## src/design/irfe_pkg.sv

```systemverilog
// Shared constants, types and kind lookup functions for the IMU report frame encoder.
package irfe_pkg;

  localparam int VALUE_FRAC_BITS_DEF = 16;

  localparam int IN_W    = 32;
  localparam int Q_W     = 16;
  localparam int MUL_W   = 21;
  localparam int DIV_W   = 13;
  localparam int P_W     = IN_W + MUL_W;
  localparam int PLO_W   = DIV_W + Q_W - 1;
  localparam int RECIP_SHIFT = PLO_W;
  localparam int RECIP_W = 26;
  localparam int TMUL_W  = 12;
  localparam int TP_W    = IN_W + TMUL_W;
  localparam int TOFS_W  = 17;
  localparam int FRAME_LEN = 11;
  localparam int IDX_W   = 4;

  localparam logic [1:0] KIND_ACCEL = 2'd0;
  localparam logic [1:0] KIND_RATE  = 2'd1;
  localparam logic [1:0] KIND_ANGLE = 2'd2;
  localparam logic [1:0] KIND_NONE  = 2'd3;

  localparam logic [7:0] SYNC_BYTE = 8'h55;
  localparam logic [7:0] ID_ACCEL  = 8'h51;
  localparam logic [7:0] ID_RATE   = 8'h52;
  localparam logic [7:0] ID_ANGLE  = 8'h53;

  // Scale factors reduced to lowest terms: accel 32767*1e5/(16*979135) = 1321250/6317
  localparam int ACCEL_MUL_I = 1321250;
  localparam int ACCEL_DIV_I = 6317;
  localparam int RATE_MUL_I  = 32767;
  localparam int RATE_DIV_I  = 2000;
  localparam int ANGLE_MUL_I = 32767;
  localparam int ANGLE_DIV_I = 180;
  // (t*34000 - 1242020*S) / (100*S) reduced by 20
  localparam int TEMP_MUL_I  = 1700;
  localparam int TEMP_OFS_I  = 62101;
  localparam int TEMP_DIV_I  = 5;

  localparam logic [RECIP_W-1:0] RECIP_ACCEL =
    RECIP_W'((longint'(1) << RECIP_SHIFT) / ACCEL_DIV_I);
  localparam logic [RECIP_W-1:0] RECIP_RATE  =
    RECIP_W'((longint'(1) << RECIP_SHIFT) / RATE_DIV_I);
  localparam logic [RECIP_W-1:0] RECIP_ANGLE =
    RECIP_W'((longint'(1) << RECIP_SHIFT) / ANGLE_DIV_I);
  localparam logic [RECIP_W-1:0] RECIP_TEMP  =
    RECIP_W'((longint'(1) << RECIP_SHIFT) / TEMP_DIV_I);

  localparam logic [DIV_W-1:0] TEMP_DIV = DIV_W'(TEMP_DIV_I);
  localparam logic signed [TMUL_W-1:0] TEMP_MUL = TMUL_W'(TEMP_MUL_I);
  localparam logic [TOFS_W-1:0] TEMP_OFS = TOFS_W'(TEMP_OFS_I);

  typedef struct packed {
    logic s1;
    logic s2;
    logic s3;
    logic s4;
  } stage_en_t;

  function automatic logic [MUL_W-1:0] kind_mul(input logic [1:0] kind);
    case (kind)
      KIND_ACCEL: kind_mul = MUL_W'(ACCEL_MUL_I);
      KIND_RATE:  kind_mul = MUL_W'(RATE_MUL_I);
      KIND_ANGLE: kind_mul = MUL_W'(ANGLE_MUL_I);
      default:    kind_mul = '0;
    endcase
  endfunction

  function automatic logic [DIV_W-1:0] kind_div(input logic [1:0] kind);
    case (kind)
      KIND_ACCEL: kind_div = DIV_W'(ACCEL_DIV_I);
      KIND_RATE:  kind_div = DIV_W'(RATE_DIV_I);
      KIND_ANGLE: kind_div = DIV_W'(ANGLE_DIV_I);
      default:    kind_div = DIV_W'(1);
    endcase
  endfunction

  function automatic logic [RECIP_W-1:0] kind_recip(input logic [1:0] kind);
    case (kind)
      KIND_ACCEL: kind_recip = RECIP_ACCEL;
      KIND_RATE:  kind_recip = RECIP_RATE;
      KIND_ANGLE: kind_recip = RECIP_ANGLE;
      default:    kind_recip = '0;
    endcase
  endfunction

  function automatic logic [7:0] kind_id(input logic [1:0] kind);
    case (kind)
      KIND_ACCEL: kind_id = ID_ACCEL;
      KIND_RATE:  kind_id = ID_RATE;
      KIND_ANGLE: kind_id = ID_ANGLE;
      default:    kind_id = 8'h00;
    endcase
  endfunction

endpackage

```

## src/design/irfe_axis_front.sv

```systemverilog
// Axis lane front: sign/magnitude split, then magnitude times kind factor with fraction drop.
module irfe_axis_front #(
  parameter int VALUE_FRAC_BITS = irfe_pkg::VALUE_FRAC_BITS_DEF
) (
  input  logic                          clk,
  input  irfe_pkg::stage_en_t           en,
  input  logic signed [irfe_pkg::IN_W-1:0] value_i,
  input  logic [irfe_pkg::MUL_W-1:0]    mul_i,
  output logic                          neg_o,
  output logic [irfe_pkg::P_W-1:0]      p_o
);
  import irfe_pkg::*;

  logic            neg1_r;
  logic [IN_W-1:0] mag1_r;
  logic [IN_W-1:0] mag1_nxt;
  logic [P_W-1:0]  prod;
  logic [P_W-1:0]  p2_nxt;
  logic            neg2_r;
  logic [P_W-1:0]  p2_r;

  assign mag1_nxt = value_i[IN_W-1] ? (~value_i + IN_W'(1)) : value_i;
  assign prod     = P_W'(mag1_r) * P_W'(mul_i);
  assign p2_nxt   = prod >> VALUE_FRAC_BITS;

  always_ff @(posedge clk) begin
    if (en.s1) begin
      neg1_r <= value_i[IN_W-1];
      mag1_r <= mag1_nxt;
    end
    if (en.s2) begin
      neg2_r <= neg1_r;
      p2_r   <= p2_nxt;
    end
  end

  assign neg_o = neg2_r;
  assign p_o   = p2_r;
endmodule

```

## config.mk

```make
export PLATFORM = sky130hd
export DESIGN_NAME = irfe_axis_front
export DESIGN_NICKNAME = d
export VERILOG_FILES = /design/src/design/irfe_pkg.sv /design/src/design/irfe_axis_front.sv
export SDC_FILE = /design/constraint.sdc
export NUM_CORES = 2
export LEC_CHECK = 0
export BUFFER_PORTS_ARGS = -buffer_cell sky130_fd_sc_hd__buf_2
export CORE_MARGIN = 5
export CORE_UTILIZATION = 45
export CTS_CLUSTER_SIZE = 16
export DETAILED_ROUTE_END_ITERATION = 6
export SLEW_MARGIN = 20
export SYNTH_ARGS = -nofsm -noshare
export SYNTH_HDL_FRONTEND = slang
export SYNTH_SLANG_ARGS = --single-unit
```

## constraint.sdc

```tcl
create_clock -name clk -period 7.5 [get_ports clk]
set_clock_uncertainty 0.15 [all_clocks]
set_input_delay 1.125 -clock clk [delete_from_list [all_inputs] [get_ports clk]]
set_output_delay 1.125 -clock clk [all_outputs]
set_load 0.005 [all_outputs]
```

# Word level (Yosys, flattened, before mapping)
# Index checks and enable logic that the tools add are counted.
dict set report classes {
  n_addsub 1
  n_mul 1
  mux 1
  bitwise_logic 1
}
# operator n
set ops {}
lappend ops {{multiplier 32 x 21 -> 53 bit} 1}
lappend ops {{adder 32 x 2 -> 32 bit, second input constant} 1}
lappend ops {{inverter 32 bit} 1}
lappend ops {{two-way mux 31 bit} 1}
dict set report word_totals {
  register_bits 71
  input_bits 58
  output_inout_bits 54
  elab_cells 9
}

# Logic depth before layout (Yosys ltp)
dict set report logic_depth {
  word_depth 3
  ltp_mapped 25
  mapped_depth_nobuf 24
}

# Worst setup path before layout
# No wires, ideal clock.
dict set report synth_timing {
  path_kind {input to register}
  startpoint {in mul_i[3] (netlist bit)}
  endpoint {reg p2_r[35], in the netlist p_o[35], data pin}
  setup_ps 269
  arrival_time_ps 7108
  required_ps 7081
  slack_ps -26
  path_stages 24
  n_path_buf 1
  path_cell_list {clkbuf_1 and2_1 fa_1 fa_1 inv_1 fa_1 inv_1 fa_1 inv_1 fa_1 inv_1 fa_1 inv_1 fa_1 inv_1 ha_1 and4_1 o2111ai_1 or3_1 o22a_1 a211oi_1 nor2_1 o31ai_1 xor2_1}
}
dict set report synth_between {
  elab_chain_len 1
}
# item line_no
set synth_rtl {}
lappend synth_rtl {{start, declared} irfe_axis_front.sv:8} ;# input logic [irfe_pkg::MUL_W-1:0] mul_i,
lappend synth_rtl {{multiplier 32 x 21 -> 53 bit} irfe_axis_front.sv:23} ;# assign prod = P_W'(mag1_r) * P_W'(mul_i);
lappend synth_rtl {{named net prod[51]} irfe_axis_front.sv:17} ;# logic [P_W-1:0] prod;
lappend synth_rtl {{end signal, assigned} irfe_axis_front.sv:33} ;# p2_r <= p2_nxt;
lappend synth_rtl {{end, declared} irfe_axis_front.sv:20} ;# logic [P_W-1:0] p2_r;
# The timed path passes the listed nets, and every way through them passes these cells.
# A chain may end at the register's enable or synchronous reset.

# Final worst setup path
dict set report layout_timing {
  startpoint {in mul_i[6] (netlist bit)}
  endpoint {reg p2_r[33], in the netlist p_o[33], data pin}
}
# The elaborated chain is that of the path after synthesis.

==> impl_metrics.ini <==
[run_status]
outcome = finished with violations
violations = DRC

[drt]
route.met3.wl_mm = 1.74
wl_met2_mm = 34.0
highest_layer = met4
drtAntennaViolNets = 0
wl_mm = 62.0
wl_per_cell_um = 17.8
drt_first_pass_iters = 7
detail_route.iter0.violations = 846
met1_length_mm = 24.5
viasPerCell = 5.15
via_count = 17900
drc_errors = 1

[yosys]
synth-seq-area-share_pct = 8.76
avgSynthCellArea_um2 = 9.27
synth_edf_count = 71
synth_top_cell_area_share_pct = 46.6
async_reset_ff_share_pct = 0
synth_top_flop_cell = edfxtp_1
syn_inst = 2624
synth_top_area_cell = fa_1
ys_seq_elements = 71
ys_warn_count = 0
synth_area_um2 = 24300
synth_area_leaders = fa_1, and2_1, inv_1, edfxtp_1, ha_1
yosys.cell_types.count = 52

[cts]
clk-insertion-delay-late_ps = 340
cts_root_buffer = clkbuf_16
cts.path.max_buffers = 2
cts_hold_buf = 0
cts_tree = built
cts_buffers = 9
cts.clk_slew.worst_paths_ps = 60
cts_num_sinks = 71
htreeDepth = 3

[global_routing]
grt_first_pass_wirelength_mm = 103
antenna_found_initial = 3
grtUsageTotal_pct = 21.4
gr-total-overflow = 0
grt_start_max_net_pins = 39
grt_pass1_vias = 19700

[timing]
period_minus_slack_ps = 7420
final-hold-violation-count = 0
fmax_mhz = 135
setup_viol = 0
worstMarginPinSlew_ps = 924
slew_headroom_pct = 38.4
post-route-period-util_pct = 99.0
slew_viol_final = 0

[flow_run]
cap_violations = 0

[final_layout]
instances_no_fill = 3476
drive_above_1_share_pct = 12.5
nets = 3557
syn2layout_area_growth_pct = 11.6
final_common_cell = inv_1
layout_common_cells = inv_1, fa_1, nand2_1

[placed_design]
port-buffer-count = 93
dp.cells = 3455
place_congestion = 0.894
dpl.hpwl_mm = 54.4

[floorplanning]
ios = 112
fp.dieH_um = 243
die_area_um2 = 58800
start_util_pct = 45.3
core.rowCount = 85
die_width_um = 243
coreArea_um2 = 53700

[critical_path]
crit_arrival_ps = 7350
worstSetupEndpointType = register
path_max_fanout = 16
crit_required_ps = 7430
max_stage_delay_ps = 600
cpMostUsedCell = fa_1
worst_setup_path_start_kind = input pin
crit_slowest_cell = fa_1
path_cells = buf_2 -> buf_12 -> buf_12 -> nand2_1 -> fa_1 -> inv_1 -> fa_1 -> fa_1 -> fa_1 -> fa_1 -> fa_1 -> inv_1 -> fa_1 -> inv_1 -> ha_1 -> and3_1 -> and2_1 -> nand4_1 -> a31oi_2 -> a211oi_1 -> buf_4 -> nor4_4 -> nor2_2 -> xnor2_1
crit_type = input pin to register

[min_path]
hold_class = register to register
-- routing by layer --
metal	track usage (%)	up-vias
met5	0	-
met4	5.10	0
met3	1.54	97
met2	40.4	362
met1	26.8	9418
li1	-	8023
-- state kept, by name, indices dropped and copies added (netlist names) --
name and cells:
p_o 37, mag1_r 32, neg1_r 1, neg_o 1
-- kinds of logic (layout without fill, tap and decap cells) --
group,count (synthesis),after routing,share of synthesized area (%)
compound gates,192,192,4.91
other cells,1,19,0.0154
flops,71,71,8.76
xor+xnor,69,69,2.48
buf+inv,741,879,11.7
simple gates,823,823,17.3
fa+ha+maj,727,727,54.9
-- Yosys cell counts, types with 16 or more instances --
master    number
and2_1       359
a21oi_1       63
nor2_1        26
edfxtp_1      71
o21ai_0       48
nand2_1      359
clkbuf_1     142
buf_4         16
fa_1         566
xnor2_1       56
ha_1         161
inv_1        583
-- critical path, delay by kind of cell --
family	cells	cell delay [ps]
adder cells (fa/ha/maj)	8	3920
AND/OR/NAND/NOR	6	1060
buffers and inverters	7	770
AO/OA/AOI/OAI	2	320
XOR/XNOR	1	130
-- final timing paths --
kind / startpoint / endpoint / slack [ps] / depth (start not counted)
worst min register to register: neg1_r$_DFFE_PP_ / neg_o$_DFFE_PP_ / 280 / 0
worst max register to register: mag1_r[3]$_DFFE_PP_ / p_o[33]$_DFFE_PP_ / 290 / 22
worst max-delay path: mul_i[6] / p_o[33]$_DFFE_PP_ / 80 / 24
worst min-delay path: neg1_r$_DFFE_PP_ / neg_o$_DFFE_PP_ / 280 / 0
-- per-stage QoR --
step                      util (%)  instance area [µm²]  hold slack, ps  setup TNS, ps  worst slack (ps)
final                         50.6                27100             280              0              76.0
after global routing          50.5                27100             314          -75.9             -36.2
after CTS                     50.1                26900             285              0              9.66
after detailed placement      49.5                26600             270          -6170              -462
after global placement        49.5                26600             253          -5420              -410
after floorplan                  -                24400             250              0              6.38
-- repair_timing --
| action | CTS | global route |
|---|---|---|
| setup endpoints to repair | 10 | 17 |
| setup buffers | 0 | 2 |
| pin swaps | 0 | 23 |
| gates resized for setup | 3 | 64 |
-- layout make-up --
type / instances / area, µm²
Fill cell: 5046 / 26600
Antenna cell: 3 / 7.51
Clock buffer: 9 / 225
Clock inverter: 7 / 62.6
Tap cell: 696 / 871
Timing Repair Buffer: 280 / 2040
Sequential cell: 71 / 2130
Multi-Input combinational cell: 1827 / 19600
Inverter: 583 / 2190
Power is not shown: default switching activity piles up to over one toggle a cycle in this logic, so the estimate is an artifact.
