--- src/design/irfe_pkg.sv ---
// Shared constants, types and kind lookup functions for the IMU report frame encoder.
package irfe_pkg;

  localparam int VALUE_FRAC_BITS_DEF = 16;

  localparam int IN_W    = 32;
  localparam int Q_W     = 16;
  localparam int MUL_W   = 21;
  localparam int DIV_W   = 13;
  localparam int P_W     = IN_W + MUL_W;
  localparam int PLO_W   = DIV_W + Q_W - 1;
  localparam int RECIP_SHIFT = PLO_W;
  localparam int RECIP_W = 26;
  localparam int TMUL_W  = 12;
  localparam int TP_W    = IN_W + TMUL_W;
  localparam int TOFS_W  = 17;
  localparam int FRAME_LEN = 11;
  localparam int IDX_W   = 4;

  localparam logic [1:0] KIND_ACCEL = 2'd0;
  localparam logic [1:0] KIND_RATE  = 2'd1;
  localparam logic [1:0] KIND_ANGLE = 2'd2;
  localparam logic [1:0] KIND_NONE  = 2'd3;

  localparam logic [7:0] SYNC_BYTE = 8'h55;
  localparam logic [7:0] ID_ACCEL  = 8'h51;
  localparam logic [7:0] ID_RATE   = 8'h52;
  localparam logic [7:0] ID_ANGLE  = 8'h53;

  // Scale factors reduced to lowest terms: accel 32767*1e5/(16*979135) = 1321250/6317
  localparam int ACCEL_MUL_I = 1321250;
  localparam int ACCEL_DIV_I = 6317;
  localparam int RATE_MUL_I  = 32767;
  localparam int RATE_DIV_I  = 2000;
  localparam int ANGLE_MUL_I = 32767;
  localparam int ANGLE_DIV_I = 180;
  // (t*34000 - 1242020*S) / (100*S) reduced by 20
  localparam int TEMP_MUL_I  = 1700;
  localparam int TEMP_OFS_I  = 62101;
  localparam int TEMP_DIV_I  = 5;

  localparam logic [RECIP_W-1:0] RECIP_ACCEL =
    RECIP_W'((longint'(1) << RECIP_SHIFT) / ACCEL_DIV_I);
  localparam logic [RECIP_W-1:0] RECIP_RATE  =
    RECIP_W'((longint'(1) << RECIP_SHIFT) / RATE_DIV_I);
  localparam logic [RECIP_W-1:0] RECIP_ANGLE =
    RECIP_W'((longint'(1) << RECIP_SHIFT) / ANGLE_DIV_I);
  localparam logic [RECIP_W-1:0] RECIP_TEMP  =
    RECIP_W'((longint'(1) << RECIP_SHIFT) / TEMP_DIV_I);

  localparam logic [DIV_W-1:0] TEMP_DIV = DIV_W'(TEMP_DIV_I);
  localparam logic signed [TMUL_W-1:0] TEMP_MUL = TMUL_W'(TEMP_MUL_I);
  localparam logic [TOFS_W-1:0] TEMP_OFS = TOFS_W'(TEMP_OFS_I);

  typedef struct packed {
    logic s1;
    logic s2;
    logic s3;
    logic s4;
  } stage_en_t;

  function automatic logic [MUL_W-1:0] kind_mul(input logic [1:0] kind);
    case (kind)
      KIND_ACCEL: kind_mul = MUL_W'(ACCEL_MUL_I);
      KIND_RATE:  kind_mul = MUL_W'(RATE_MUL_I);
      KIND_ANGLE: kind_mul = MUL_W'(ANGLE_MUL_I);
      default:    kind_mul = '0;
    endcase
  endfunction

  function automatic logic [DIV_W-1:0] kind_div(input logic [1:0] kind);
    case (kind)
      KIND_ACCEL: kind_div = DIV_W'(ACCEL_DIV_I);
      KIND_RATE:  kind_div = DIV_W'(RATE_DIV_I);
      KIND_ANGLE: kind_div = DIV_W'(ANGLE_DIV_I);
      default:    kind_div = DIV_W'(1);
    endcase
  endfunction

  function automatic logic [RECIP_W-1:0] kind_recip(input logic [1:0] kind);
    case (kind)
      KIND_ACCEL: kind_recip = RECIP_ACCEL;
      KIND_RATE:  kind_recip = RECIP_RATE;
      KIND_ANGLE: kind_recip = RECIP_ANGLE;
      default:    kind_recip = '0;
    endcase
  endfunction

  function automatic logic [7:0] kind_id(input logic [1:0] kind);
    case (kind)
      KIND_ACCEL: kind_id = ID_ACCEL;
      KIND_RATE:  kind_id = ID_RATE;
      KIND_ANGLE: kind_id = ID_ANGLE;
      default:    kind_id = 8'h00;
    endcase
  endfunction

endpackage

--- src/design/irfe_divsat.sv ---
// Constant division by reciprocal with one correction step, then int16 saturation.
module irfe_divsat (
  input  logic                          clk,
  input  irfe_pkg::stage_en_t           en,
  input  logic                          neg_i,
  input  logic [irfe_pkg::P_W-1:0]      p_i,
  input  logic [irfe_pkg::DIV_W-1:0]    div_i,
  input  logic [irfe_pkg::RECIP_W-1:0]  recip_i,
  output logic [irfe_pkg::Q_W-1:0]      word_o
);
  import irfe_pkg::*;

  localparam int PR_W = PLO_W + RECIP_W;
  localparam int QD_W = Q_W + DIV_W;

  logic [PLO_W-1:0] plo;
  logic [PLO_W-1:0] thresh;
  logic             sat3_nxt;
  logic [PR_W-1:0]  prq;
  logic             sat3_r;
  logic             neg3_r;
  logic [PLO_W-1:0] plo3_r;
  logic [Q_W-1:0]   qe3_r;
  logic [DIV_W-1:0] div3_r;
  logic [QD_W-1:0]  qd;
  logic [QD_W-1:0]  rem;
  logic [Q_W-1:0]   q;
  logic [Q_W-1:0]   word4_nxt;
  logic [Q_W-1:0]   word4_r;

  assign plo      = p_i[PLO_W-1:0];
  assign thresh   = {div_i, {(Q_W-1){1'b0}}};
  assign sat3_nxt = (p_i[P_W-1:PLO_W] != '0) || (plo >= thresh);
  assign prq      = PR_W'(plo) * PR_W'(recip_i);

  // estimate is exact or one low
  assign qd  = QD_W'(qe3_r) * QD_W'(div3_r);
  assign rem = QD_W'(plo3_r) - qd;
  assign q   = qe3_r + Q_W'(rem >= QD_W'(div3_r));

  always_comb begin
    if (sat3_r) begin
      word4_nxt = neg3_r ? {1'b1, {(Q_W-1){1'b0}}} : {1'b0, {(Q_W-1){1'b1}}};
    end else if (neg3_r) begin
      word4_nxt = ~q + Q_W'(1);
    end else begin
      word4_nxt = q;
    end
  end

  always_ff @(posedge clk) begin
    if (en.s3) begin
      sat3_r <= sat3_nxt;
      neg3_r <= neg_i;
      plo3_r <= plo;
      qe3_r  <= prq[RECIP_SHIFT +: Q_W];
      div3_r <= div_i;
    end
    if (en.s4) begin
      word4_r <= word4_nxt;
    end
  end

  assign word_o = word4_r;
endmodule

--- config.mk ---
export PLATFORM = sky130hd
export DESIGN_NAME = irfe_divsat
export DESIGN_NICKNAME = d
export VERILOG_FILES = /design/src/design/irfe_pkg.sv /design/src/design/irfe_divsat.sv
export SDC_FILE = /design/constraint.sdc
export NUM_CORES = 2
export LEC_CHECK = 0
export BUFFER_PORTS_ARGS = -buffer_cell sky130_fd_sc_hd__buf_2
export CAP_MARGIN = 40
export CORE_UTILIZATION = 40
export DETAILED_ROUTE_END_ITERATION = 16
export GPL_TIMING_DRIVEN = 0
export SLEW_MARGIN = 20
export SYNTH_ARGS = -nofsm -noshare
export SYNTH_HDL_FRONTEND = slang
export SYNTH_SLANG_ARGS = --single-unit
--- constraint.sdc ---
create_clock -name clk -period 10.9 [get_ports clk]
set_input_delay 0.545 -clock clk [delete_from_list [all_inputs] [get_ports clk]]
set_output_delay 0.545 -clock clk [all_outputs]
set_load 0.01 [all_outputs]
# Word level (Yosys, flattened, before mapping)
# Cells that the tools add are included.
[word_totals]
word_cells = 19
reg_bits = 75
in_bits = 98
out_inout_bits = 16
[classes]
addsub = 3
n_lt_le_gt_ge = 2
muxes = 3
bitwise_logic = 1
reduce_logical = 2
mul = 2
[op_table]
columns = ["operator", "count"]
rows = [
  ["16-bit 2-to-1 mux", 3],
  ["28-bit by 26-bit multiplier with 44-bit output", 1],
  ["29-bit by 13-bit greater-or-equal comparator with 1-bit output", 1],
  ["16-bit by 13-bit multiplier with 29-bit output", 1],
  ["28-bit by 29-bit subtractor with 29-bit output", 1],
  ["28-bit greater-or-equal comparator", 1],
  ["25-bit nonzero test", 1],
  ["16-bit by 1-bit adder with 16-bit output", 1],
  ["16-bit by 1-bit adder with 16-bit output, second input constant", 1],
  ["16-bit NOT", 1],
  ["1-bit logical OR", 1],
]

# Longest topological paths before layout
[logic_depth]
word_depth = 8
ltp_mapped = 41
depth_no_buf = 39

# Worst setup path after synthesis
# Ideal clock, no wire load.
[synth_path]
path_type = "register -> register"
startpoint = "register qe3_r[8]"
endpoint = "register word4_r[14] (netlist: word_o[14]), data pin"
setup_slack_ps = 2121
arrival_time_ps = 8513
stages_incl_launch_ff = 38
n_path_buf = 2
required_ps = 10634
setup_time_ps = 266
synth_period_minus_slack_ps = 8779
path_cell_list = "edfxtp_1 > clkbuf_1 > clkbuf_1 > nand2_1 > fa_1 > inv_1 > fa_1 > inv_1 > fa_1 > fa_1 > fa_1 > inv_1 > fa_1 > inv_1 > ha_1 > nand3_1 > a21oi_1 > o21ai_1 > (+2 left out) > ha_1 > nand4_1 > nor4_1 > nor4_1 > nand4_1 > a2111oi_1 > nand4_1 > nor4_2 > o2111ai_1 > ha_1 > ha_1 > xnor2_1 > and3_1 > nand3_1 > or3_1 > or2_0 > o31ai_2 > xor2_1"
[synth_between]
elab_chain_len = 8
[synth_lines]
columns = ["element", "line_no", "text"]
rows = [
  ["start, declared", "irfe_divsat.sv:23", "logic [Q_W-1:0] qe3_r;"],
  ["start signal, assigned", "irfe_divsat.sv:56", "qe3_r <= prq[RECIP_SHIFT +: Q_W];"],
  ["16-bit by 13-bit multiplier with 29-bit output", "irfe_divsat.sv:37", "assign qd = QD_W'(qe3_r) * QD_W'(div3_r);"],
  ["28-bit by 29-bit subtractor with 29-bit output", "irfe_divsat.sv:38", "assign rem = QD_W'(plo3_r) - qd;"],
  ["29-bit by 13-bit greater-or-equal comparator with 1-bit output", "irfe_divsat.sv:39", "assign q = qe3_r + Q_W'(rem >= QD_W'(div3_r));"],
  ["16-bit by 1-bit adder with 16-bit output *", "irfe_divsat.sv:39", ""],
  ["16-bit NOT", "irfe_divsat.sv:45", "word4_nxt = ~q + Q_W'(1);"],
  ["16-bit by 1-bit adder with 16-bit output", "irfe_divsat.sv:45", ""],
  ["16-bit 2-to-1 mux *", "irfe_divsat.sv:44", "end else if (neg3_r) begin"],
  ["16-bit 2-to-1 mux *", "irfe_divsat.sv:42", "if (sat3_r) begin"],
  ["via word4_nxt[14]", "irfe_divsat.sv:28", "logic [Q_W-1:0] word4_nxt;"],
  ["end signal, assigned", "irfe_divsat.sv:60", "word4_r <= word4_nxt;"],
  ["end, declared", "irfe_divsat.sv:29", "logic [Q_W-1:0] word4_r;"],
]
# Mark *: on every way through the listed nets, which the timed path passes. The rest lies on a longest branch.
# A chain may end at the register's enable or synchronous reset.

# Final worst setup path
[layout_path]
startpoint = "register qe3_r[3]"
endpoint = "register word4_r[14] (netlist: word_o[14]), data pin"
# Same word-level chain as after synthesis.

==> results.json <==
{
  "timing.rr.start": "qe3_r[3]",
  "slowest_stage": "fa_1",
  "final_common_cell": "inv_1",
  "routed_via_density": 5.07,
  "hpwlAfterDp_mm": 80.5,
  "drt_wl_total_mm": 93.6,
  "drv_cap": 0,
  "clockRootBuffer": "clkbuf_16",
  "cts_tree": "yes",
  "initialDrtViolationCount": 1551,
  "drive_gt1_share_pct": 4.21,
  "postCtsSetupBuffers": 0,
  "coreArea_mm2": 0.0777,
  "synth-edff-count": 75,
  "fin_crit_ps": 10420,
  "crit_arrival_ps": 10530,
  "worst_slack_ps": 484,
  "clkTransAtPathRegs_ps": 60,
  "synthArstFlopShare_pct": 0,
  "cts_made_buffers": 9,
  "dieArea_mm2": 0.0800,
  "gp_congestion": 0.987,
  "start_util_pct": 40.6,
  "wl_per_cell_um": 20.4,
  "synth-seq-area-share_pct": 7.14,
  "clk_path_buf_depth": 2,
  "grtUsageTotal_pct": 24.5,
  "status": "finished, final reports clean",
  "drc": 0,
  "die_y_um": 283,
  "fill_cells": 7739,
  "cp_max_fo": 10,
  "yosysUniqueCellTypes": 78,
  "die_w_um": 283,
  "grt_pass1_wl_mm": 146,
  "skew_ps": 16.7,
  "ant_nets": 0,
  "fin_crit_sh_pct": 95.6,
  "critPathKind": "register to register",
  "ctsResizeCount": 0,
  "min_to": "neg3_r",
  "grt_max_degree": 33,
  "hold_path.class": "input pin to register",
  "min_path_cells": 1,
  "r2r-end": "word_o[14]",
  "crit_path_end_kind": "register",
  "tns_ps": 0,
  "antenna_found_initial": 4,
  "grt_setup_unrepaired": "false",
  "netlist_area_mm2": 0.0316,
  "dr_total_vias": 23213,
  "drt_first_pass_iters": 5,
  "hold_viol": 0,
  "io_buffers": 95,
  "top_level_ports": 114,
  "hp-start": "neg_i",
  "rows": 102,
  "start_kind": "register",
  "syn_nets": 4534,
  "clk_latency_ps": 380,
  "worstMarginPinSlew_ps": 913,
  "ys.warnings.count": 0,
  "rr_worst_depth": 39,
  "crit_top_cell": "ha_1",
  "clock_sinks": 75,
  "area_growth_pct": 6.90,
  "synth.avg_cell_area_um2": 9.21,
  "synthFlopType": "edfxtp_1",
  "syn-instance-count": 3427,
  "layout_common_cells": "802 x inv_1, 758 x fa_1, 576 x nand2_1",
  "drv_slew": 0,
  "fmax_mhz": 96.0,
  "slew_headroom_pct": 39.1,
  "dp_slack_ps": 470,
  "first_global_vias": 24541,
  "insertedDiodeCount": 0,
  "overflow": 0,
  "ys_ff_latch": 75,
  "cts_hold_buf": 0,
  "h-tree-depth": 3,
  "crit_required_ps": 11010,
  "finalSetupViolCount": 0,
  "nNetsFinal": 4645,
  "r2r_slack_ps": 480,
  "crit_path_max_incr_delay_ps": 570
}
-- critical path, delay by kind of cell, from the launching register on --
kind	cells	cell delay [ps]
compound gates	9	1930
xor+xnor	3	640
fa+ha+maj	10	3540
buf+inv	4	850
flops	1	360
simple gates	13	2820
-- layer usage --
layer  routed length (µm)  track usage (%)  share of wire [%]  vias up
met3                 6850             3.64                7.3      135
met1                39700             33.6                 42    11968
li1                     -                -                  -    10315
met4                 3210             7.53                3.4        2
met2                43800             40.1                 47      793
met5                   12                0              0.013        -
-- Yosys cell counts, types with 3 or more instances --
cell type | instances | area share (%)
a31oi_1 | 6 | 0.12
o21bai_1 | 5 | 0.12
nand2b_1 | 10 | 0.20
o21a_1 | 11 | 0.26
and4_1 | 7 | 0.19
inv_1 | 802 | 9.5
mux2i_1 | 6 | 0.19
ha_1 | 251 | 10
nor2_1 | 57 | 0.68
fa_1 | 758 | 48
nand2_1 | 576 | 6.9
a21o_1 | 21 | 0.50
or4_1 | 4 | 0.095
edfxtp_1 | 75 | 7.1
nor3b_1 | 3 | 0.071
o41ai_1 | 4 | 0.11
a21oi_1 | 56 | 0.89
a211oi_1 | 11 | 0.26
a211o_1 | 4 | 0.11
a221o_1 | 3 | 0.095
xor2_1 | 27 | 0.75
xnor2_1 | 49 | 1.4
buf_2 | 5 | 0.079
nor3_1 | 12 | 0.19
clkbuf_1 | 153 | 1.8
buf_1 | 18 | 0.21
and2_2 | 5 | 0.12
nor4_1 | 9 | 0.18
o21ai_0 | 38 | 0.60
nand4_1 | 12 | 0.24
and3_1 | 8 | 0.16
o221ai_1 | 3 | 0.083
o21ai_1 | 6 | 0.095
nand3_1 | 17 | 0.27
and2_1 | 341 | 6.8
a2111oi_0 | 3 | 0.083
-- cells by family after synthesis --
group / Yosys count / synth area share, %
AND/OR/NAND/NOR: 1076 / 16.4
buffers and inverters: 980 / 11.7
XOR/XNOR: 76 / 2.11
adder cells (fa/ha/maj): 1009 / 58.1
multiplexers: 7 / 0.226
AO/OA/AOI/OAI: 204 / 4.41
flip-flops: 75 / 7.14
-- worst max path at each step --
stage / from / to / slack [ps] / cells after the start
floorplan: qe3_r[8] / word_o[14] / 2120 / 37
global placement: qe3_r[8] / word_o[14] / 450 / 37
detailed placement: qe3_r[8] / word_o[14] / 470 / 37
CTS: qe3_r[8] / word_o[14] / 400 / 37
global route: qe3_r[8] / word_o[14] / 30 / 36
finish: qe3_r[3] / word_o[14] / 480 / 39
-- state kept, by name, indices dropped and copies added (netlist names) --
| name | flops |
|---|---|
| div3_r | 13 |
| neg3_r | 1 |
| plo3_r | 28 |
| qe3_r | 16 |
| sat3_r | 1 |
| word_o | 16 |
-- stage by stage --
| stage | hold WS [ps] | instances | utilization [%] | instance area [µm²] |
|---|---|---|---|---|
| 3_3_place_gp | 724 | 4562 | 42.9 | 33300 |
| 3_5_place_dp | 731 | 4568 | 43.0 | 33400 |
| 4_1_cts | 337 | 4584 | 43.4 | 33700 |
| 6_report | 359 | 4583 | 43.4 | 33700 |
| 5_1_grt | 347 | 4583 | 43.4 | 33700 |
| 2_1_floorplan | 644 | 3427 | - | 31600 |
-- cell type report --
class,count,area (µm²),share of cell area [%]
inverter,803,3010,8.94
clock buffer,9,225,0.668
clock inverter,7,98.8,0.293
sequential,75,2250,6.68
buffer,176,676,2.00
multi-input combinational,2372,25600,75.9
tap,1040,1300,3.86
timing repair buffer,101,551,1.63
Power is not shown: default switching activity piles up to over one toggle a cycle in this logic, so the estimate is an artifact.
