## config.mk

```make
export PLATFORM = sky130hd
export DESIGN_NAME = irfe_frame_ser
export DESIGN_NICKNAME = d
export VERILOG_FILES = /design/src/design/irfe_pkg.sv /design/src/design/irfe_frame_ser.sv
export SDC_FILE = /design/constraint.sdc
export NUM_CORES = 1
export LEC_CHECK = 0
export CAP_MARGIN = 5
export CORE_ASPECT_RATIO = 0.9
export CORE_MARGIN = 3
export CORE_UTILIZATION = 50
export CTS_CLUSTER_SIZE = 40
export DETAILED_ROUTE_END_ITERATION = 16
export DONT_BUFFER_PORTS = 1
export GPL_ROUTABILITY_DRIVEN = 0
export PLACE_DENSITY = 0.76
export SLEW_MARGIN = 20
export SYNTH_ARGS = -nofsm -noshare
export SYNTH_HDL_FRONTEND = slang
export SYNTH_SLANG_ARGS = --single-unit
export TNS_END_PERCENT = 1
```

## constraint.sdc

```tcl
create_clock -name clk -period 10.1 [get_ports clk]
set_input_delay 1.01 -clock clk [delete_from_list [all_inputs] [get_ports clk]]
set_output_delay 1.01 -clock clk [all_outputs]
set_load 0.02 [all_outputs]
```

## src/design/irfe_pkg.sv

```systemverilog
// Shared constants, types and kind lookup functions for the IMU report frame encoder.
package irfe_pkg;

  localparam int VALUE_FRAC_BITS_DEF = 16;

  localparam int IN_W    = 32;
  localparam int Q_W     = 16;
  localparam int MUL_W   = 21;
  localparam int DIV_W   = 13;
  localparam int P_W     = IN_W + MUL_W;
  localparam int PLO_W   = DIV_W + Q_W - 1;
  localparam int RECIP_SHIFT = PLO_W;
  localparam int RECIP_W = 26;
  localparam int TMUL_W  = 12;
  localparam int TP_W    = IN_W + TMUL_W;
  localparam int TOFS_W  = 17;
  localparam int FRAME_LEN = 11;
  localparam int IDX_W   = 4;

  localparam logic [1:0] KIND_ACCEL = 2'd0;
  localparam logic [1:0] KIND_RATE  = 2'd1;
  localparam logic [1:0] KIND_ANGLE = 2'd2;
  localparam logic [1:0] KIND_NONE  = 2'd3;

  localparam logic [7:0] SYNC_BYTE = 8'h55;
  localparam logic [7:0] ID_ACCEL  = 8'h51;
  localparam logic [7:0] ID_RATE   = 8'h52;
  localparam logic [7:0] ID_ANGLE  = 8'h53;

  // Scale factors reduced to lowest terms: accel 32767*1e5/(16*979135) = 1321250/6317
  localparam int ACCEL_MUL_I = 1321250;
  localparam int ACCEL_DIV_I = 6317;
  localparam int RATE_MUL_I  = 32767;
  localparam int RATE_DIV_I  = 2000;
  localparam int ANGLE_MUL_I = 32767;
  localparam int ANGLE_DIV_I = 180;
  // (t*34000 - 1242020*S) / (100*S) reduced by 20
  localparam int TEMP_MUL_I  = 1700;
  localparam int TEMP_OFS_I  = 62101;
  localparam int TEMP_DIV_I  = 5;

  localparam logic [RECIP_W-1:0] RECIP_ACCEL =
    RECIP_W'((longint'(1) << RECIP_SHIFT) / ACCEL_DIV_I);
  localparam logic [RECIP_W-1:0] RECIP_RATE  =
    RECIP_W'((longint'(1) << RECIP_SHIFT) / RATE_DIV_I);
  localparam logic [RECIP_W-1:0] RECIP_ANGLE =
    RECIP_W'((longint'(1) << RECIP_SHIFT) / ANGLE_DIV_I);
  localparam logic [RECIP_W-1:0] RECIP_TEMP  =
    RECIP_W'((longint'(1) << RECIP_SHIFT) / TEMP_DIV_I);

  localparam logic [DIV_W-1:0] TEMP_DIV = DIV_W'(TEMP_DIV_I);
  localparam logic signed [TMUL_W-1:0] TEMP_MUL = TMUL_W'(TEMP_MUL_I);
  localparam logic [TOFS_W-1:0] TEMP_OFS = TOFS_W'(TEMP_OFS_I);

  typedef struct packed {
    logic s1;
    logic s2;
    logic s3;
    logic s4;
  } stage_en_t;

  function automatic logic [MUL_W-1:0] kind_mul(input logic [1:0] kind);
    case (kind)
      KIND_ACCEL: kind_mul = MUL_W'(ACCEL_MUL_I);
      KIND_RATE:  kind_mul = MUL_W'(RATE_MUL_I);
      KIND_ANGLE: kind_mul = MUL_W'(ANGLE_MUL_I);
      default:    kind_mul = '0;
    endcase
  endfunction

  function automatic logic [DIV_W-1:0] kind_div(input logic [1:0] kind);
    case (kind)
      KIND_ACCEL: kind_div = DIV_W'(ACCEL_DIV_I);
      KIND_RATE:  kind_div = DIV_W'(RATE_DIV_I);
      KIND_ANGLE: kind_div = DIV_W'(ANGLE_DIV_I);
      default:    kind_div = DIV_W'(1);
    endcase
  endfunction

  function automatic logic [RECIP_W-1:0] kind_recip(input logic [1:0] kind);
    case (kind)
      KIND_ACCEL: kind_recip = RECIP_ACCEL;
      KIND_RATE:  kind_recip = RECIP_RATE;
      KIND_ANGLE: kind_recip = RECIP_ANGLE;
      default:    kind_recip = '0;
    endcase
  endfunction

  function automatic logic [7:0] kind_id(input logic [1:0] kind);
    case (kind)
      KIND_ACCEL: kind_id = ID_ACCEL;
      KIND_RATE:  kind_id = ID_RATE;
      KIND_ANGLE: kind_id = ID_ANGLE;
      default:    kind_id = 8'h00;
    endcase
  endfunction

endpackage

```

## src/design/irfe_frame_ser.sv

```systemverilog
// Frame serializer: sync, id, four little-endian words and running checksum byte.
module irfe_frame_ser (
  input  logic                     clk,
  input  logic                     rst_n,
  input  logic                     valid_i,
  output logic                     ready_o,
  input  logic [7:0]               id_i,
  input  logic [irfe_pkg::Q_W-1:0] x_i,
  input  logic [irfe_pkg::Q_W-1:0] y_i,
  input  logic [irfe_pkg::Q_W-1:0] z_i,
  input  logic [irfe_pkg::Q_W-1:0] t_i,
  output logic                     out_valid,
  input  logic                     out_ready,
  output logic [7:0]               out_frame_byte,
  output logic                     out_last_byte
);
  import irfe_pkg::*;

  localparam logic [IDX_W-1:0] LAST_IDX = IDX_W'(FRAME_LEN - 1);

  logic             busy_r;
  logic             busy_nxt;
  logic [IDX_W-1:0] idx_r;
  logic [IDX_W-1:0] idx_nxt;
  logic [7:0]       sum_r;
  logic [7:0]       sum_nxt;
  logic [7:0]       id_r;
  logic [Q_W-1:0]   words_r [4];
  logic             last;
  logic             load;
  logic             take;

  assign last     = (idx_r == LAST_IDX);
  assign ready_o  = !busy_r || (out_ready && last);
  assign load     = valid_i && ready_o;
  assign take     = busy_r && out_ready;

  always_comb begin
    case (idx_r)
      4'd0:    out_frame_byte = SYNC_BYTE;
      4'd1:    out_frame_byte = id_r;
      4'd2:    out_frame_byte = words_r[0][7:0];
      4'd3:    out_frame_byte = words_r[0][15:8];
      4'd4:    out_frame_byte = words_r[1][7:0];
      4'd5:    out_frame_byte = words_r[1][15:8];
      4'd6:    out_frame_byte = words_r[2][7:0];
      4'd7:    out_frame_byte = words_r[2][15:8];
      4'd8:    out_frame_byte = words_r[3][7:0];
      4'd9:    out_frame_byte = words_r[3][15:8];
      default: out_frame_byte = sum_r;
    endcase
  end

  always_comb begin
    busy_nxt = busy_r;
    idx_nxt  = idx_r;
    sum_nxt  = sum_r;
    if (load) begin
      busy_nxt = 1'b1;
      idx_nxt  = '0;
      sum_nxt  = '0;
    end else if (take) begin
      if (last) begin
        busy_nxt = 1'b0;
      end else begin
        idx_nxt = idx_r + IDX_W'(1);
        sum_nxt = sum_r + out_frame_byte;
      end
    end
  end

  always_ff @(posedge clk) begin
    if (!rst_n) begin
      busy_r <= 1'b0;
      idx_r  <= '0;
      sum_r  <= '0;
    end else begin
      busy_r <= busy_nxt;
      idx_r  <= idx_nxt;
      sum_r  <= sum_nxt;
    end
  end

  always_ff @(posedge clk) begin
    if (load) begin
      id_r       <= id_i;
      words_r[0] <= x_i;
      words_r[1] <= y_i;
      words_r[2] <= z_i;
      words_r[3] <= t_i;
    end
  end

  assign out_valid     = busy_r;
  assign out_last_byte = last;
endmodule

```

# After elaboration in Yosys (flattened, before gate mapping)
# Memories as Yosys holds them, arrays and structs flattened.
# Cells that the tools add are included.
dict set report word_totals {
  ff_bits 21
  ramBits 64
  inputBits 76
  output_inout_bits 11
  n_memories 1
}
dict set report op_classes {
  n_addsub 2
  eq_ne 10
  mux 6
  bitwise 2
  n_reduce_logical 11
}
# memory words word_bits read_ports rd_clocked_by_memory_dff write_ports line
set memory_table {}
lappend memory_table {words_r 4 16 4 0 4 irfe_frame_ser.sv:28} ;# logic [Q_W-1:0] words_r [4];
# op n
set ops {}
lappend ops {{8-bit one-hot mux with 10 select lines} 1}
lappend ops {{4-bit by 3-bit equality test with 1-bit output, second input constant} 4}
lappend ops {{4-bit equality test, second input constant} 3}
lappend ops {{8-bit adder} 1}
lappend ops {{4-bit by 2-bit equality test with 1-bit output, second input constant} 2}
lappend ops {{1-bit two-way mux} 5}
lappend ops {{4-bit by 1-bit adder with 4-bit output, second input constant} 1}
lappend ops {{4-bit by 1-bit equality test with 1-bit output, second input constant} 1}
lappend ops {{4-bit logical NOT} 1}
lappend ops {{2-bit AND reduction} 2}
lappend ops {{2-bit nonzero test} 2}
lappend ops {{1-bit logical AND} 3}
lappend ops {{1-bit inverter} 2}
lappend ops {{2-bit OR reduction} 1}
lappend ops {{1-bit logical NOT} 1}
lappend ops {{1-bit logical OR} 1}

# Depth between registers and ports, before layout
dict set report logic_depth {
  word_depth 6
  mapped_depth 16
  depth_no_buf 15
}

# Least setup slack after synthesis
# No wires, ideal clock.
dict set report synth_path {
  path_kind {input to register}
  start {in out_ready}
  end {reg sum_r[2]}
  arrival_time_ns 3.870
  required_ns 9.961
  setup_slack_ns 6.092
  cell_stages 6
  path_cell_list {inv_1 o21ai_1 and2_1 nand2b_1 clkbuf_1 a211oi_1}
}
dict set report synth_between {
  elab_chain_cells 4
  word_cells_on_any_way 6
  classes_between {6 x reduce/logical}
}
# element line
set synth_rtl {}
lappend synth_rtl {{start, declared} irfe_frame_ser.sv:13} ;# input logic out_ready,
lappend synth_rtl {{1-bit logical AND} irfe_frame_ser.sv:34} ;# assign ready_o = !busy_r || (out_ready && last);
lappend synth_rtl {{1-bit logical OR} irfe_frame_ser.sv:34}
lappend synth_rtl {{net ready_o} irfe_frame_ser.sv:6} ;# output logic ready_o,
lappend synth_rtl {{1-bit logical AND} irfe_frame_ser.sv:35} ;# assign load = valid_i && ready_o;
lappend synth_rtl {{2-bit OR reduction (no source line)} --}
lappend synth_rtl {{end signal, assigned} irfe_frame_ser.sv:80} ;# sum_r <= sum_nxt;
lappend synth_rtl {{end, declared} irfe_frame_ser.sv:25} ;# logic [7:0] sum_r;
# The timed path passes the listed nets, and every way through them passes these cells.
# A chain may end at the register's enable or synchronous reset.

# Worst setup path after layout
dict set report layout_path {
  start {reg idx_r[0]}
  end {reg sum_r[7]}
}
dict set report layout_between {
  word_cells_on_any_way 19
  classes_between {1 x add/sub; 10 x eq/ne; 1 x mux; 1 x bitwise; 6 x reduce/logical}
}
# element line
set layout_lines {}
lappend layout_lines {{start, declared} irfe_frame_ser.sv:23} ;# logic [IDX_W-1:0] idx_r;
lappend layout_lines {{start signal, assigned} irfe_frame_ser.sv:79} ;# idx_r <= idx_nxt;
lappend layout_lines {{4-bit equality test, or another cell as far along} irfe_frame_ser.sv:39} ;# case (idx_r)
lappend layout_lines {{8-bit one-hot mux with 10 select lines (*)} irfe_frame_ser.sv:39}
lappend layout_lines {{net out_frame_byte[0]} irfe_frame_ser.sv:14} ;# output logic [7:0] out_frame_byte,
lappend layout_lines {{8-bit adder (*)} irfe_frame_ser.sv:67} ;# sum_nxt = sum_r + out_frame_byte;
# Mark *: on every way through the listed nets, which the timed path passes. The rest lies on a longest branch.

==> results.md <==
- FF-to-FF Start: idx_r[0]
- Worst Hold Slack: 0.484 ns
- I/O Buffers: 0
- Status: finished, final reports clean
- Hold_sp: sum_r[3]
- CTS Sinks: 85
- Nets: 358
- RSZ-0062 raised after global routing: no
- First-pass GRT wire length: 11500 µm
- Initial antenna violation count: 0
- Largest net degree at the start of global routing: 75
- Max FO, Critical Path: 24
- TritonCTS clock tree: done
- CP Cell Sequence: ha_1 -> o21bai_1 -> a21o_1 -> a21oi_1 -> o21ai_1 -> o22a_1 -> ha_1 -> a21oi_1 -> o211ai_1 -> o41ai_1 -> xnor2_1 -> o211ai_2 -> o41ai_2
- CTS buffer count: 9
- CP peak stage delay: 0.82 ns
- Wire length per cell: 20.1 µm
- Netlist cell types: 48
- Postcts setup bufs: 0
- Hold-fix buffer count after cts: 0
- Fraction of layout cells with a size suffix above 1: 7.66%
- TNS Setup: 0 ns
- Area fraction of the dominant cell type after synthesis: 59.4%
- Post-cts resize count: 0
- Area contributors post-synth: edfxtp_1 (59%), dfxtp_1 (7.2%), ha_1 (3.8%)
- Gr usage total: 19.0%
- Area leader, netlist: edfxtp_1
- Critical Path Sink Type: register
- Tcrit/Tclk final: 41.0%
- Clk slew on worst S/H paths: 0.09 ns
- Row cnt: 28
- Fin. Hold Viols: 0
- Area of the core: 0.00683 mm²
- Area delta synth->final: 8.29%
- Setup Skew: 0.0107 ns
- Post-synthesis register bit count: 85
- DR vias: 2228
- Mapped cell area: 0.00364 mm²
- Die area: 0.00834 mm²
- Share of the yosys chip area belonging to registers: 66.6%
- Startpoint types: register
- Delay-heaviest family, CP: compound AO/OA/AOI/OAI gates
- Routed WL: 7320 µm
- Area occupied by multi-input gates: 0.00112 mm²
- Ys Warns: 0
- Leakage: 1.36 nW
- Gr ovfl total: 0
- WP data required: 10.33 ns
- Crit Path Class: register to register
- Hold Path Class: register to register
- Cell count after synthesis: 273
- Slew @ Worst Pin: 0.948 ns
- Post-synth EDFFs: 72
- Die height: 86.9 µm
- Register Area: 0.00242 mm²
- Vias in the first global route: 2238
- Drt drc: 0
- Clock tree buffer depth: 2
- Fmax: 242 MHz
- Pwr Total: 0.737 mW
- VDD IR max: 0.123 mV
- Arrival @ worst endpoint: 4.37 ns
- Max Slew Vio Count: 0
- Routed Antenna Nets: 0
- Async set-reset flop share out of synthesis: 0%
- Post-synth top cells: edfxtp_1 (72), nand2_1 (25), a21oi_1 (21)
- Vias per std cell: 6.12
- Crit path time final: 4.14 ns
- Avg Cell Area, Syn: 13.3 µm²
- CP max stage cell: ha_1
- Setup Viol. Count Final: 0
- CTS root buf: clkbuf_8
- Max_cap viols: 0
- Slew margin rel.: 36.7%
- Final core utilization: 57.7%
- 1st-iter DRT viols: 145
- Cell area power density: 187 mW/mm²
- Crit path launch: idx_r[0]
- Most frequent cell after synthesis: edfxtp_1
- Primary FF master, synth: edfxtp_1
- # IOs: 87
- Clk Latency, worst-skew pair: 0.36 ns
- FILL cells: 560
- H-tree Lvls: 3
- Syn Nets: 361
- DIE WIDTH: 95.9 µm
- HPWL Detailed: 4810 µm
- Initial core utilization: 53.3%
- First-pass detailed-route iteration total: 5
- Crit path buffers/inverters: 0
- Number of diodes: 0
==> placed cells by master, fill, tap and decap left out, types with 3 or more instances in the layout <==
cell / Yosys / final
a211oi_1: 3 / 3
clkbuf_8: 0 / 9
dfxtp_1: 13 / 13
nand3_1: 8 / 8
o211ai_1: 5 / 5
a21o_1: 3 / 3
ha_1: 11 / 11
a22oi_1: 14 / 14
nand2_1: 25 / 25
nand2b_1: 3 / 3
a311oi_1: 3 / 3
bufinv_16: 0 / 3
o21ai_1: 3 / 3
xnor2_1: 6 / 6
nand3b_1: 3 / 3
nor2_1: 13 / 13
a21oi_1: 21 / 21
a222oi_1: 5 / 5
a221oi_1: 5 / 5
inv_1: 9 / 9
edfxtp_1: 72 / 72
==> layer usage <==
metal	share of wire [%]	wire [µm]	global-route usage, %	up-vias
met1	42	3050	23.0	1086
met5	0	0	0	-
met2	49	3550	30.2	79
met4	2.0	147	8.27	0
li1	-	-	-	1050
met3	7.7	566	7.35	13
==> sequential cells by signal, indices dropped and copies added, names as in the netlist <==
signal	flops
words_r	64
idx_r	4
out_valid	1
sum_r	8
id_r	8
==> cells by family (layout without fill, tap and decap cells) <==
family / after synthesis / after routing / synth area share [%]
AO/OA/AOI/OAI: 81 / 81 / 16.1
XOR/XNOR: 8 / 8 / 1.93
adder cells (fa/ha/maj): 12 / 12 / 4.33
buffers and inverters: 25 / 26 / 2.75
flip-flops: 85 / 85 / 66.6
AND/OR/NAND/NOR: 62 / 62 / 8.29
==> through the flow <==
stage / cell area, µm² / worst slack [ns] / cells
global placement: 3700 / 6.26 / 349
finish: 3940 / 5.96 / 364
floorplan: 3640 / 6.09 / 273
global route: 3940 / 5.61 / 364
CTS: 3940 / 5.97 / 364
detailed placement: 3700 / 6.00 / 349
==> where the power goes <==
part	internal, mW	switching, mW	leakage [nW]	total (mW)
Combinational	0.0128	0.0290	0.447	0.0418
Sequential	0.401	0.00620	0.791	0.408
Clock	0.166	0.122	0.122	0.288
Total	0.580	0.157	1.36	0.737
==> path summary, 6_finish.rpt <==
check | end | slack [ns] | cells past startpoint
worst max-delay path | sum_r[7] | 5.96 | 13
worst min-delay path | sum_r[3] | 0.48 | 2
worst max register to register | sum_r[7] | 5.96 | 13
worst min register to register | sum_r[3] | 0.48 | 2
==> cell type report <==
cell class | count | share of cell area, %
Clock inverter | 6 | 3.02
Timing Repair Buffer | 1 | 0.191
Tap cell | 90 | 2.86
Multi-Input combinational cell | 163 | 28.4
Clock buffer | 9 | 3.14
Inverter | 10 | 0.953
Sequential cell | 85 | 61.5
==> worst reg2reg max path, cell delays in order, from the launching register on <==
cell	delay, ns
dfxtp_1	0.44
ha_1	0.82
o21bai_1	0.19
a21o_1	0.33
a21oi_1	0.25
o21ai_1	0.11
o22a_1	0.32
ha_1	0.26
a21oi_1	0.22
o211ai_1	0.17
o41ai_1	0.51
xnor2_1	0.15
o211ai_2	0.17
o41ai_2	0.09
Power figures use the tool's default switching activity.
